**src/design/cso_pkg.sv**
```systemverilog
// Shared constants, parameter defaults and glyph tables for the cursor overlay writer.
package cso_pkg;

  localparam int PANEL_WIDTH_DEF = 320;
  localparam int ACTIVE_ROWS_DEF = 200;
  localparam int TOP_MARGIN_DEF  = 20;

  localparam int EXTENT_W = 16;

  localparam logic [3:0] COLOR_BODY    = 4'd15;
  localparam logic [3:0] COLOR_OUTLINE = 4'd0;

  localparam logic REG_RENDER_ENABLE = 1'b0;
  localparam logic RENDER_ENABLE_RST = 1'b1;

  function automatic logic [7:0] glyph_body(input logic [2:0] r);
    logic [7:0] bits;
    unique case (r)
      3'd0: bits = 8'h80;
      3'd1: bits = 8'hC0;
      3'd2: bits = 8'hE0;
      3'd3: bits = 8'hF0;
      3'd4: bits = 8'hF8;
      3'd5: bits = 8'hE0;
      3'd6: bits = 8'h90;
      3'd7: bits = 8'h10;
      default: bits = 8'h00;
    endcase
    return bits;
  endfunction

  // Pixels that are clear but touch the body horizontally or vertically.
  function automatic logic [7:0] glyph_outline(input logic [2:0] r);
    logic [7:0] row;
    logic [7:0] up;
    logic [7:0] down;
    row  = glyph_body(r);
    up   = (r != 3'd0) ? glyph_body(r - 3'd1) : 8'h00;
    down = (r != 3'd7) ? glyph_body(r + 3'd1) : 8'h00;
    return ((row << 1) | (row >> 1) | up | down) & ~row;
  endfunction

endpackage

```
**src/design/cso_div.sv**
```systemverilog
// Iterative restoring divider, one quotient bit per cycle, shared by both axes.
module cso_div #(
  parameter int N = 27
) (
  input  logic         clk,
  input  logic         rst,
  input  logic         start,
  input  logic [N-1:0] dividend,
  input  logic [15:0]  divisor,
  output logic         done,
  output logic [N-1:0] quotient
);

  localparam int CW = $clog2(N);

  logic          busy;
  logic [CW-1:0] count;
  logic [15:0]   rem;
  logic [15:0]   dvs;
  logic [N-1:0]  quo;
  logic [16:0]   shifted;
  logic [16:0]   diff;
  logic          fits;

  always_comb begin
    shifted = {rem, quo[N-1]};
    fits    = shifted >= {1'b0, dvs};
    diff    = shifted - {1'b0, dvs};
  end

  always_ff @(posedge clk) begin
    if (rst) begin
      busy  <= 1'b0;
      done  <= 1'b0;
      count <= '0;
    end else begin
      done <= 1'b0;
      if (start) begin
        busy  <= 1'b1;
        count <= '0;
        rem   <= '0;
        dvs   <= divisor;
        quo   <= dividend;
      end else if (busy) begin
        rem   <= fits ? diff[15:0] : shifted[15:0];
        quo   <= {quo[N-2:0], fits};
        count <= count + 1'b1;
        if (count == CW'(N - 1)) begin
          busy <= 1'b0;
          done <= 1'b1;
        end
      end
    end
  end

  assign quotient = quo;

  a_no_restart: assert property (@(posedge clk) disable iff (rst) !(start && busy))
    else $error("divider started while busy");
  a_done_after_busy: assert property (@(posedge clk) disable iff (rst) done |-> $past(busy))
    else $error("divider done without a run");
  a_done_idle: assert property (@(posedge clk) disable iff (rst) done |-> !busy)
    else $error("divider done while still busy");

endmodule

```
**src/design/cursor_sprite_overlay_writer_core.sv**
```systemverilog
// Top level of the cursor overlay writer: sequencer, pixel walk and output stage.
//
//  port group   dir   beat contents
//  s_*          in    one frame request: pointer, hotspot, virtual extent, wanted flag
//  m_*          out   one framebuffer write: address, color, last of frame
//  APB          in    render_enable register at byte address 0
//
// A shown frame keeps s_tready low while the bit-serial divider runs once per axis and
// the 64-cell glyph walk and flush finish, plus any output stalls. A suppressed frame is
// accepted in idle and the block stays idle. Reset clears the control state and sets
// render_enable. A stalled m_ side holds the walk once a second write is waiting;
// s_tready stays low for the whole frame.
module cursor_sprite_overlay_writer_core #(
  parameter int PANEL_WIDTH = cso_pkg::PANEL_WIDTH_DEF,
  parameter int ACTIVE_ROWS = cso_pkg::ACTIVE_ROWS_DEF,
  parameter int TOP_MARGIN  = cso_pkg::TOP_MARGIN_DEF
) (
  input  logic        clk,
  input  logic        rst,
  input  logic        s_tvalid,
  output logic        s_tready,
  // [15:0] pointer_x, [31:16] pointer_y, [47:32] hot_x, [63:48] hot_y,
  // [79:64] extent_w, [95:80] extent_h
  input  logic [95:0] s_tdata,
  // [0] cursor_wanted
  input  logic        s_tuser,
  output logic        m_tvalid,
  input  logic        m_tready,
  // [16:0] pixel_addr, [20:17] pixel_color, [23:21] zero
  output logic [23:0] m_tdata,
  output logic        m_tlast,
  input  logic        psel,
  input  logic        penable,
  input  logic        pwrite,
  input  logic [2:0]  paddr,
  input  logic [31:0] pwdata,
  output logic [31:0] prdata,
  output logic        pready
);
  import cso_pkg::*;

  localparam int SCALE_MAX = (PANEL_WIDTH > ACTIVE_ROWS) ? PANEL_WIDTH : ACTIVE_ROWS;
  localparam int SCALE_W   = $clog2(SCALE_MAX + 1);
  localparam int N         = EXTENT_W + SCALE_W;

  typedef enum logic [7:0] {
    ST_IDLE  = 8'b0000_0001,
    ST_MULX  = 8'b0000_0010,
    ST_DIVX  = 8'b0000_0100,
    ST_MULY  = 8'b0000_1000,
    ST_DIVY  = 8'b0001_0000,
    ST_BASE  = 8'b0010_0000,
    ST_WALK  = 8'b0100_0000,
    ST_FLUSH = 8'b1000_0000
  } state_t;

  state_t state;

  logic                render_enable;
  logic signed [16:0]  dx;
  logic signed [16:0]  dy;
  logic [15:0]         ew;
  logic [15:0]         eh;
  logic signed [N:0]   px;
  logic signed [N+1:0] py;
  logic [16:0]         rowbase;
  logic [2:0]          row;
  logic [2:0]          col;

  logic                pend_valid;
  logic [16:0]         pend_addr;
  logic [3:0]          pend_color;
  logic [16:0]         out_addr;
  logic [3:0]          out_color;
  logic                out_last;

  logic                cfg_write;
  logic                accept;
  logic                shown;
  logic [16:0]         dx_next;
  logic [16:0]         dy_next;

  logic                sel_y;
  logic [16:0]         d_sel;
  logic                neg;
  logic [16:0]         mag;
  logic [SCALE_W-1:0]  scale;
  logic [N-1:0]        dividend;
  logic [15:0]         divisor;
  logic                div_start;
  logic                div_done;
  logic [N-1:0]        quotient;
  logic [N:0]          sq;

  logic [N+1:0]        xw;
  logic [N+2:0]        yw;
  logic                x_ok;
  logic                y_ok;
  logic [7:0]          body_row;
  logic [7:0]          outline_row;
  logic                body_bit;
  logic                outline_bit;
  logic                hit;
  logic                out_free;
  logic                walk_stall;
  logic                out_load;
  logic [16:0]         cell_addr;

  cso_div #(.N(N)) u_div (
    .clk      (clk),
    .rst      (rst),
    .start    (div_start),
    .dividend (dividend),
    .divisor  (divisor),
    .done     (div_done),
    .quotient (quotient)
  );

  always_comb begin
    cfg_write = psel && penable && pwrite && pready;
    accept    = s_tvalid && s_tready;
    shown     = render_enable && s_tuser && (s_tdata[79:64] != 16'd0) &&
                (s_tdata[95:80] != 16'd0);
    dx_next   = {s_tdata[15], s_tdata[15:0]} - {s_tdata[47], s_tdata[47:32]};
    dy_next   = {s_tdata[31], s_tdata[31:16]} - {s_tdata[63], s_tdata[63:48]};

    sel_y     = (state == ST_MULY) || (state == ST_DIVY);
    d_sel     = sel_y ? dy : dx;
    neg       = d_sel[16];
    mag       = neg ? (~d_sel + 17'd1) : d_sel;
    scale     = sel_y ? SCALE_W'(ACTIVE_ROWS) : SCALE_W'(PANEL_WIDTH);
    dividend  = N'(mag[15:0] * scale);
    divisor   = sel_y ? eh : ew;
    div_start = (state == ST_MULX) || (state == ST_MULY);
    sq        = neg ? ((N+1)'(0) - {1'b0, quotient}) : {1'b0, quotient};

    xw          = {px[N], px} + (N+2)'(col);
    yw          = {py[N+1], py} + (N+3)'(row);
    x_ok        = !xw[N+1] && (xw < (N+2)'(PANEL_WIDTH));
    y_ok        = !yw[N+2] && (yw >= (N+3)'(TOP_MARGIN)) &&
                  (yw < (N+3)'(TOP_MARGIN + ACTIVE_ROWS));
    body_row    = glyph_body(row);
    outline_row = glyph_outline(row);
    body_bit    = body_row[3'd7 - col];
    outline_bit = outline_row[3'd7 - col];
    hit         = x_ok && y_ok && (body_bit || outline_bit);
    out_free    = !m_tvalid || m_tready;
    walk_stall  = hit && pend_valid && !out_free;
    out_load    = ((state == ST_WALK) && !walk_stall && hit && pend_valid) ||
                  ((state == ST_FLUSH) && pend_valid && out_free);
    cell_addr   = rowbase + xw[16:0];
  end

  always_ff @(posedge clk) begin
    if (rst) begin
      render_enable <= RENDER_ENABLE_RST;
    end else if (cfg_write && (paddr[2] == REG_RENDER_ENABLE)) begin
      render_enable <= pwdata[0];
    end
  end

  always_ff @(posedge clk) begin
    if (rst) begin
      state      <= ST_IDLE;
      pend_valid <= 1'b0;
      m_tvalid   <= 1'b0;
    end else begin
      if (out_load) begin
        m_tvalid <= 1'b1;
      end else if (m_tready) begin
        m_tvalid <= 1'b0;
      end
      unique case (state)
        ST_IDLE: begin
          if (accept && shown) begin
            dx    <= $signed(dx_next);
            dy    <= $signed(dy_next);
            ew    <= s_tdata[79:64];
            eh    <= s_tdata[95:80];
            state <= ST_MULX;
          end
        end
        ST_MULX: state <= ST_DIVX;
        ST_DIVX: begin
          if (div_done) begin
            px    <= $signed(sq);
            state <= ST_MULY;
          end
        end
        ST_MULY: state <= ST_DIVY;
        ST_DIVY: begin
          if (div_done) begin
            py    <= $signed({sq[N], sq}) + (N+2)'(TOP_MARGIN);
            state <= ST_BASE;
          end
        end
        ST_BASE: begin
          rowbase <= 17'(py[16:0] * 17'(PANEL_WIDTH));
          row     <= 3'd0;
          col     <= 3'd0;
          state   <= ST_WALK;
        end
        ST_WALK: begin
          if (!walk_stall) begin
            if (hit) begin
              pend_valid <= 1'b1;
              pend_addr  <= cell_addr;
              pend_color <= body_bit ? COLOR_BODY : COLOR_OUTLINE;
              if (pend_valid) begin
                out_addr  <= pend_addr;
                out_color <= pend_color;
                out_last  <= 1'b0;
              end
            end
            col <= col + 3'd1;
            if (col == 3'd7) begin
              row     <= row + 3'd1;
              rowbase <= rowbase + 17'(PANEL_WIDTH);
              if (row == 3'd7) begin
                state <= ST_FLUSH;
              end
            end
          end
        end
        ST_FLUSH: begin
          if (!pend_valid) begin
            state <= ST_IDLE;
          end else if (out_free) begin
            out_addr   <= pend_addr;
            out_color  <= pend_color;
            out_last   <= 1'b1;
            pend_valid <= 1'b0;
            state      <= ST_IDLE;
          end
        end
        default: state <= ST_IDLE;
      endcase
    end
  end

  assign s_tready = (state == ST_IDLE);
  assign m_tdata  = {3'b000, out_color, out_addr};
  assign m_tlast  = out_last;
  assign pready   = 1'b1;
  assign prdata   = (paddr[2] == REG_RENDER_ENABLE) ? {31'd0, render_enable} : 32'd0;

  a_div_done_state: assert property (@(posedge clk) disable iff (rst)
      div_done |-> (state == ST_DIVX || state == ST_DIVY))
    else $error("divider finished outside a divide state");
  a_idle_no_pending: assert property (@(posedge clk) disable iff (rst)
      s_tready |-> !pend_valid)
    else $error("pending write left over when idle");
  a_walk_start: assert property (@(posedge clk) disable iff (rst)
      (state == ST_BASE) |=> (state == ST_WALK && row == 3'd0 && col == 3'd0))
    else $error("walk did not start at the first cell");

endmodule
```
**config.mk**
```make
export PLATFORM = sky130hd
export DESIGN_NAME = cursor_sprite_overlay_writer_core
export DESIGN_NICKNAME = d
export VERILOG_FILES = /design/src/design/cso_pkg.sv /design/src/design/cso_div.sv /design/src/design/cursor_sprite_overlay_writer_core.sv
export SDC_FILE = /design/constraint.sdc
export NUM_CORES = 1
export LEC_CHECK = 0
export ABC_AREA = 1
export BUFFER_PORTS_ARGS = -buffer_cell sky130_fd_sc_hd__buf_2
export CORE_MARGIN = 3
export CORE_UTILIZATION = 30
export DETAILED_ROUTE_END_ITERATION = 10
export SLEW_MARGIN = 10
export SYNTH_ARGS = -nofsm -noshare
export SYNTH_HDL_FRONTEND = slang
export SYNTH_SLANG_ARGS = --single-unit
```
**constraint.sdc**
```tcl
create_clock -name clk -period 6 [get_ports clk]
set_input_delay 1.2 -clock clk [delete_from_list [all_inputs] [get_ports clk]]
set_output_delay 1.2 -clock clk [all_outputs]
set_load 0.03 [all_outputs]
```
==> results.md, run 1 <==
- Ports: 199
- Clk slew on worst S/H paths: 0.06 ns
- Crit path buffers/inverters: 5
- Max-Cap Viols: 0
- Peak VDD IR: 185.1 uV
- Routed WL: 38,670 microns
- Layout cells sized above 1: 0.1263
- CTS max path bufs: 3
- Fin. Hold Viols: 0
- Diodes inserted: 0
- PortBufs: 130
- Max-slew violation count: 0
- Tmin final: 5.502 ns
- Clk_lat worst skew: 0.56 ns
- Sequential area share after synthesis: 0.3964
- Total CTS buffers: 28
- Total number of vias: 14,020
- Total track usage: 0.1194
- Die Area: 64,960 sq um
- Max stage delay cell, worst path: fa_1
- Worst EP required: 6.28 ns
- Static leakage: 9.696 nW
- Post-place instance area: 20,040 sq um
- Post-route ant nets: 0
- Yosys cell types: 61
- DP HPWL: 31,240 microns
- Critical path's largest stage delay: 0.47 ns
- Startpoint Class: register
- Slew at the pin closest to its max-slew limit: 1.037 ns
- Worst Skew: 0.01617 ns
- Final Cell Area: 21,080 sq um
- Layout Nets: 2,701
- CP max FO: 12
- Status: finished, final reports clean
- Die width: 254.9 microns
- Clk sink count: 253
- Post-synthesis cell count: 2,233
- Remaining global-route overflow: 0
- Syn avg cell area: 8.322 sq um
- Row count: 90
- Core region area: 60,810 sq um
- Commonest cells after routing, fill and taps aside: nand2_1, inv_1, edfxtp_1
- Synth warn: 0
- Async set-reset flop share out of synthesis: 0
- Final Wtd Congestion: 0.8961
- First-pass DRT Iterations: 5
- Reg2Reg Setup Slack: 0.50 ns
- Worst min path class: register to register
- Mapped Area: 18,580 sq um
- Global-route wire length before repair: 64,450 microns
- Vias in the first global route: 13,350
- Critical path's top delay family: adder cells
- H-tree Lvls: 1
- Seq cells post-synth: 253
- Initial antenna violation count: 0
- DRT iter0 DRCs: 567
- Fin crit share: 0.9170
- CP Capture Type: register
- Routed length per instance: 12.15 microns
- Most common cell after layout, fill and taps aside: nand2_1
- Post-route DRC violation count: 0
- Starting Density: 0.3056
- Final setup vio count: 0
- Worst EP arrival: 5.79 ns
- RSZ-0062 raised after global routing: false
- Largest net degree at the start of global routing: 67
- Pwr dens: 282.8 nW/um^2
- Number of flops mapped to enable cells by yosys: 230
- Most common cell type on the critical path: ha_1
- Setup Crit Path Kind: register to register
- Die Y-Extent: 254.9 microns
- Prevailing post-synth register cell: edfxtp_1
- Synth-to-Final Area Change: 13.45%
- Detail-routed via count per cell: 4.405
- Fmax: 0.1818 GHz
- CTS tree: yes
- Setup tns final: 0 ns
- Rel. slew slack: 0.3089
- Root Buffer: clkbuf_16
## stage by stage
stage | worst slack [ns] | util | total power, mW | instances | hold WS, ns
final | 0.4980 | 0.3467 | 5.961 | 3182 | 0.4157
after global routing | 0.01550 | 0.3467 | 6.458 | 3182 | 0.4215
after CTS | 0.09852 | 0.3450 | 5.981 | 3175 | 0.4179
after detailed placement | 0.1180 | 0.3295 | 4.168 | 3125 | 0.4045
after global placement | 0.1857 | 0.3295 | 4.159 | 3125 | 0.4018
after floorplan | 0.5970 | - | 3.759 | 2266 | 0.4003
## power breakdown
| part | total [mW] | switching, mW | internal [mW] | leakage, nW |
|---|---|---|---|---|
| combinational | 2.10 | 1.30 | 0.799 | 6.98 |
| clock | 1.77 | 0.713 | 1.05 | 0.450 |
| sequential | 2.10 | 0.0403 | 2.06 | 2.27 |
## layout make-up
cell class | count | area (sq um)
fill | 6363 | 39730
multi-input combinational | 1589 | 9629
sequential | 253 | 7367
inverter | 353 | 1325
tap | 782 | 978.4
timing repair buffer | 155 | 838.3
clock buffer | 34 | 744.5
clock inverter | 16 | 200.2
## flip-flops by register name, indices dropped and copies added (netlist names), 3 cells and up
| name | count |
|---|---|
| py | 27 |
| body_row | 5 |
| row | 3 |
| pend_addr | 17 |
| ew | 16 |
| dy | 17 |
| px | 26 |
| out_addr | 17 |
| dx | 17 |
| eh | 16 |
| u_div.quotient | 25 |
| rowbase | 11 |
| col | 3 |
| state | 8 |
| u_div.dvs | 16 |
| u_div.rem | 16 |
| u_div.count | 5 |
## metal layers
layer	track usage	wire, microns	part of all wire	vias up
met1	0.1624	18580	0.48	6184
met2	0.2022	17740	0.46	226
met4	0.02932	967	0.025	0
met3	0.01473	1383	0.036	54
met5	0	0	0	-
li1	-	-	-	7554
## worst register-to-register path: cells and delay by family (launching register included)
family,cells,cell delay (ns)
DFF,1,0.33
adders and majority gates,6,1.97
xor gates and xnor gates,2,0.35
AOI/OAI and AO/OA,7,1.00
and+or+nand+nor,10,1.05
buffers and inverters,5,0.55
## cells by family (layout without fill, tap and decap cells)
| family | after synthesis | count (layout) | share of synthesized area |
|---|---|---|---|
| compound gates | 279 | 279 | 0.08659 |
| xor+xnor | 122 | 122 | 0.05871 |
| fa+ha+maj | 182 | 182 | 0.1306 |
| buf+inv | 424 | 558 | 0.09642 |
| flops | 253 | 253 | 0.3964 |
| mux | 1 | 1 | 0.0007405 |
| other cells | 2 | 35 | 0.0004041 |
| simple gates | 970 | 970 | 0.2301 |
## worst paths after layout
| kind | start | to | cells past startpoint |
|---|---|---|---|
| setup reg to reg | state[6] | u_div.quotient[21] | 30 |
| setup / recovery | state[6] | u_div.quotient[21] | 30 |
| hold / removal | pend_addr[6] | out_addr[6] | 0 |
| hold reg to reg | pend_addr[6] | out_addr[6] | 0 |
## cells in the mapped netlist (10+ instances only)
master	number	area, sq um
o21bai_1	13	97.59
o21ai_1	14	70.07
xor2_1	91	797.0
buf_4	39	292.8
xnor2_1	28	245.2
nand3_1	84	420.4
or2_2	10	62.56
inv_1	342	1284
inv_2	11	41.29
a21oi_1	106	530.5
nand4_1	35	219.0
fa_1	20	400.4
o21ai_0	95	475.5
nor2_2	16	100.1
clkbuf_1	21	78.83
edfxtp_1	230	6907
nor4_1	17	106.4
nor2_1	219	822.0
nand2_1	511	1918
ha_1	162	2027
nand2_2	12	75.07
dfxtp_1	23	460.4
nor3_1	25	125.1
## repair_timing
item                       4_1_cts  5_1_grt
buffers inserted                 0        7
gates resized for setup          0       15
setup endpoints to repair        0        7
hold buffers                     0        0
(Power assumes the default switching activity.)
==> run 2: changes to the inputs <==
MAX_ROUTING_LAYER = met4   (was unset)
TNS_END_PERCENT = 5   (was unset)
==> run 2 against run 1 <==
Worst setup slack worse by 0.00097 ns; clock power hardly changed; non-clock buffer count stayed put; register-to-register slack hardly changed; fmax hardly changed; design area stayed put; clock skew is 0.0012 ns higher; final cell count stayed put; sequential cell count stayed put; clock-buffer cell count stayed put; critical path type unchanged; largest cell class unchanged; largest power group unchanged; highest routed layer unchanged.
==> results.md, run 2 (same netlist as run 1, synthesis figures left out) <==
- Status: finished, final reports clean
- Vias in the first global route: 13,350
- Cell-internal power: 3.912 mW
- Max-Cap Viols: 0
- Worst EP arrival: 5.79 ns
- Setup Crit Path Kind: register to register
- Worst EP required: 6.29 ns
- DP HPWL: 31,240 microns
- Clk_lat worst skew: 0.56 ns
- Starting Density: 0.3056
- Diodes inserted: 0
- Tot Pwr: 5.960 mW
- Fin crit share: 0.9172
- Setup tns final: 0 ns
- Max-slew violation count: 0
- Worst Skew: 0.01740 ns
- Post-route ant nets: 0
- Critical path's largest stage delay: 0.47 ns
- DRT iter0 DRCs: 567
- Met1 Wirelength: 18,540 microns
- Critical path's top delay family: adder cells
- Slew at the pin closest to its max-slew limit: 1.039 ns
- Rel. slew slack: 0.3077
- Most common cell type on the critical path: ha_1
- Startpoint Class: register
- Layout cells sized above 1: 0.1263
- FF/Latch Area: 7367 sq um
- Final Wtd Congestion: 0.9148
- Static leakage: 9.696 nW
- PortBufs: 130
- RSZ-0062 raised after global routing: false
- Layout Nets: 2,701
- Die Area: 64,960 sq um
- Post-route DRC violation count: 0
- Peak VDD IR: 184.4 uV
- Commonest cells after routing, fill and taps aside: nand2_1, inv_1, edfxtp_1
- Synth-to-Final Area Change: 13.45%
- Clock power share: 0.296
- Filler instances: 6,363
- Total track usage: 0.1231
- Total CTS buffers: 28
- Most common cell after layout, fill and taps aside: nand2_1
- First-pass DRT Iterations: 5
- CTS tree: yes
- Wire length on met3: 1398 microns
- Final Cell Area: 21,080 sq um
- CTS max path bufs: 3
- Initial antenna violation count: 0
- Psw: 2.048 mW
- H-tree Lvls: 1
- Routed WL: 38,670 microns
- Detail-routed via count per cell: 4.426
- Die Y-Extent: 254.9 microns
- Reg with most FFs: py
- Max stage delay cell, worst path: fa_1
- Total number of vias: 14,080
- Root Buffer: clkbuf_16
- Reg2Reg Setup Slack: 0.50 ns
- Fmax: 0.1817 GHz
- CP Capture Type: register
- Clk sink count: 253
- Die width: 254.9 microns
- Final setup vio count: 0
- Clk slew on worst S/H paths: 0.06 ns
- Area of the multi-input gates: 9629 sq um
- Largest net degree at the start of global routing: 67
- Ports: 199
- Met2 WL: 17,760 microns
- Sw Share: 0.3437
- Remaining global-route overflow: 0
- Global-route wire length before repair: 64,430 microns
- Comb pwr share: 0.352
- Post-place instance area: 20,040 sq um
- Max reg flops: 27
- CP max FO: 12
- DR top layer: met4
- Core region area: 60,810 sq um
- Tmin final: 5.503 ns
- Worst min path class: register to register
- Fin. Hold Viols: 0
- CTS hold repair buffers: 0
- Routed length per instance: 12.15 microns
- Pwr dens: 282.7 nW/um^2
- Row count: 90
- Flop pwr share: 0.352
- Crit path buffers/inverters: 5
[run 2: worst register-to-register path, delay by kind of cell (launching register included)]
family	cells	cell delay, ns
adders and majority gates	6	1.97
and+or+nand+nor	10	1.05
AOI/OAI and AO/OA	7	1.00
buffers and inverters	5	0.55
xor gates and xnor gates	2	0.35
DFF	1	0.33
[run 2: per-stage QoR]
step / hold slack [ns] / setup slack [ns] / utilization / instances
after global placement: 0.4018 / 0.1857 / 0.3295 / 3125
after global routing: 0.4215 / 0.01519 / 0.3467 / 3182
final: 0.4156 / 0.4970 / 0.3467 / 3182
after detailed placement: 0.4045 / 0.1180 / 0.3295 / 3125
after floorplan: 0.4003 / 0.5970 / - / 2266
after CTS: 0.4179 / 0.09852 / 0.3450 / 3175
[run 2: routing by layer]
| metal | global-route usage | vias up |
|---|---|---|
| li1 | - | 7550 |
| met1 | 0.1626 | 6220 |
| met2 | 0.2025 | 253 |
| met3 | 0.01433 | 59 |
| met4 | 0.02932 | 0 |
| met5 | - | - |
[run 2: final timing paths]
| kind | end | from | depth (start not counted) |
|---|---|---|---|
| worst min-delay path | out_addr[6] | pend_addr[6] | 0 |
| worst min register to register | out_addr[6] | pend_addr[6] | 0 |
| worst max register to register | u_div.quotient[21] | state[6] | 30 |
| worst max-delay path | u_div.quotient[21] | state[6] | 30 |
[run 2: cell type report]
| class | count | area share |
|---|---|---|
| Clock buffer | 34 | 0.03531 |
| Clock inverter | 16 | 0.009496 |
| Inverter | 353 | 0.06285 |
| Multi-Input combinational cell | 1589 | 0.4567 |
| Sequential cell | 253 | 0.3494 |
| Tap cell | 782 | 0.04641 |
| Timing Repair Buffer | 155 | 0.03976 |
[run 2: what timing repair did]
item                       in CTS  in global routing
gates resized for setup         0                 15
setup endpoints to repair       0                  7
buffers inserted                0                  7
[run 2: power groups by stage]
| stage | registers [mW] | logic (mW) | clock network (mW) |
|---|---|---|---|
| 5_1_grt | 2.11 | 2.47 | 1.88 |
| 6_report | 2.10 | 2.10 | 1.77 |
| 2_1_floorplan | 2.13 | 1.63 | 0 |
| 4_1_cts | 2.10 | 2.06 | 1.82 |
| 3_5_place_dp | 2.13 | 2.03 | 0 |
| 3_3_place_gp | 2.13 | 2.03 | 0 |
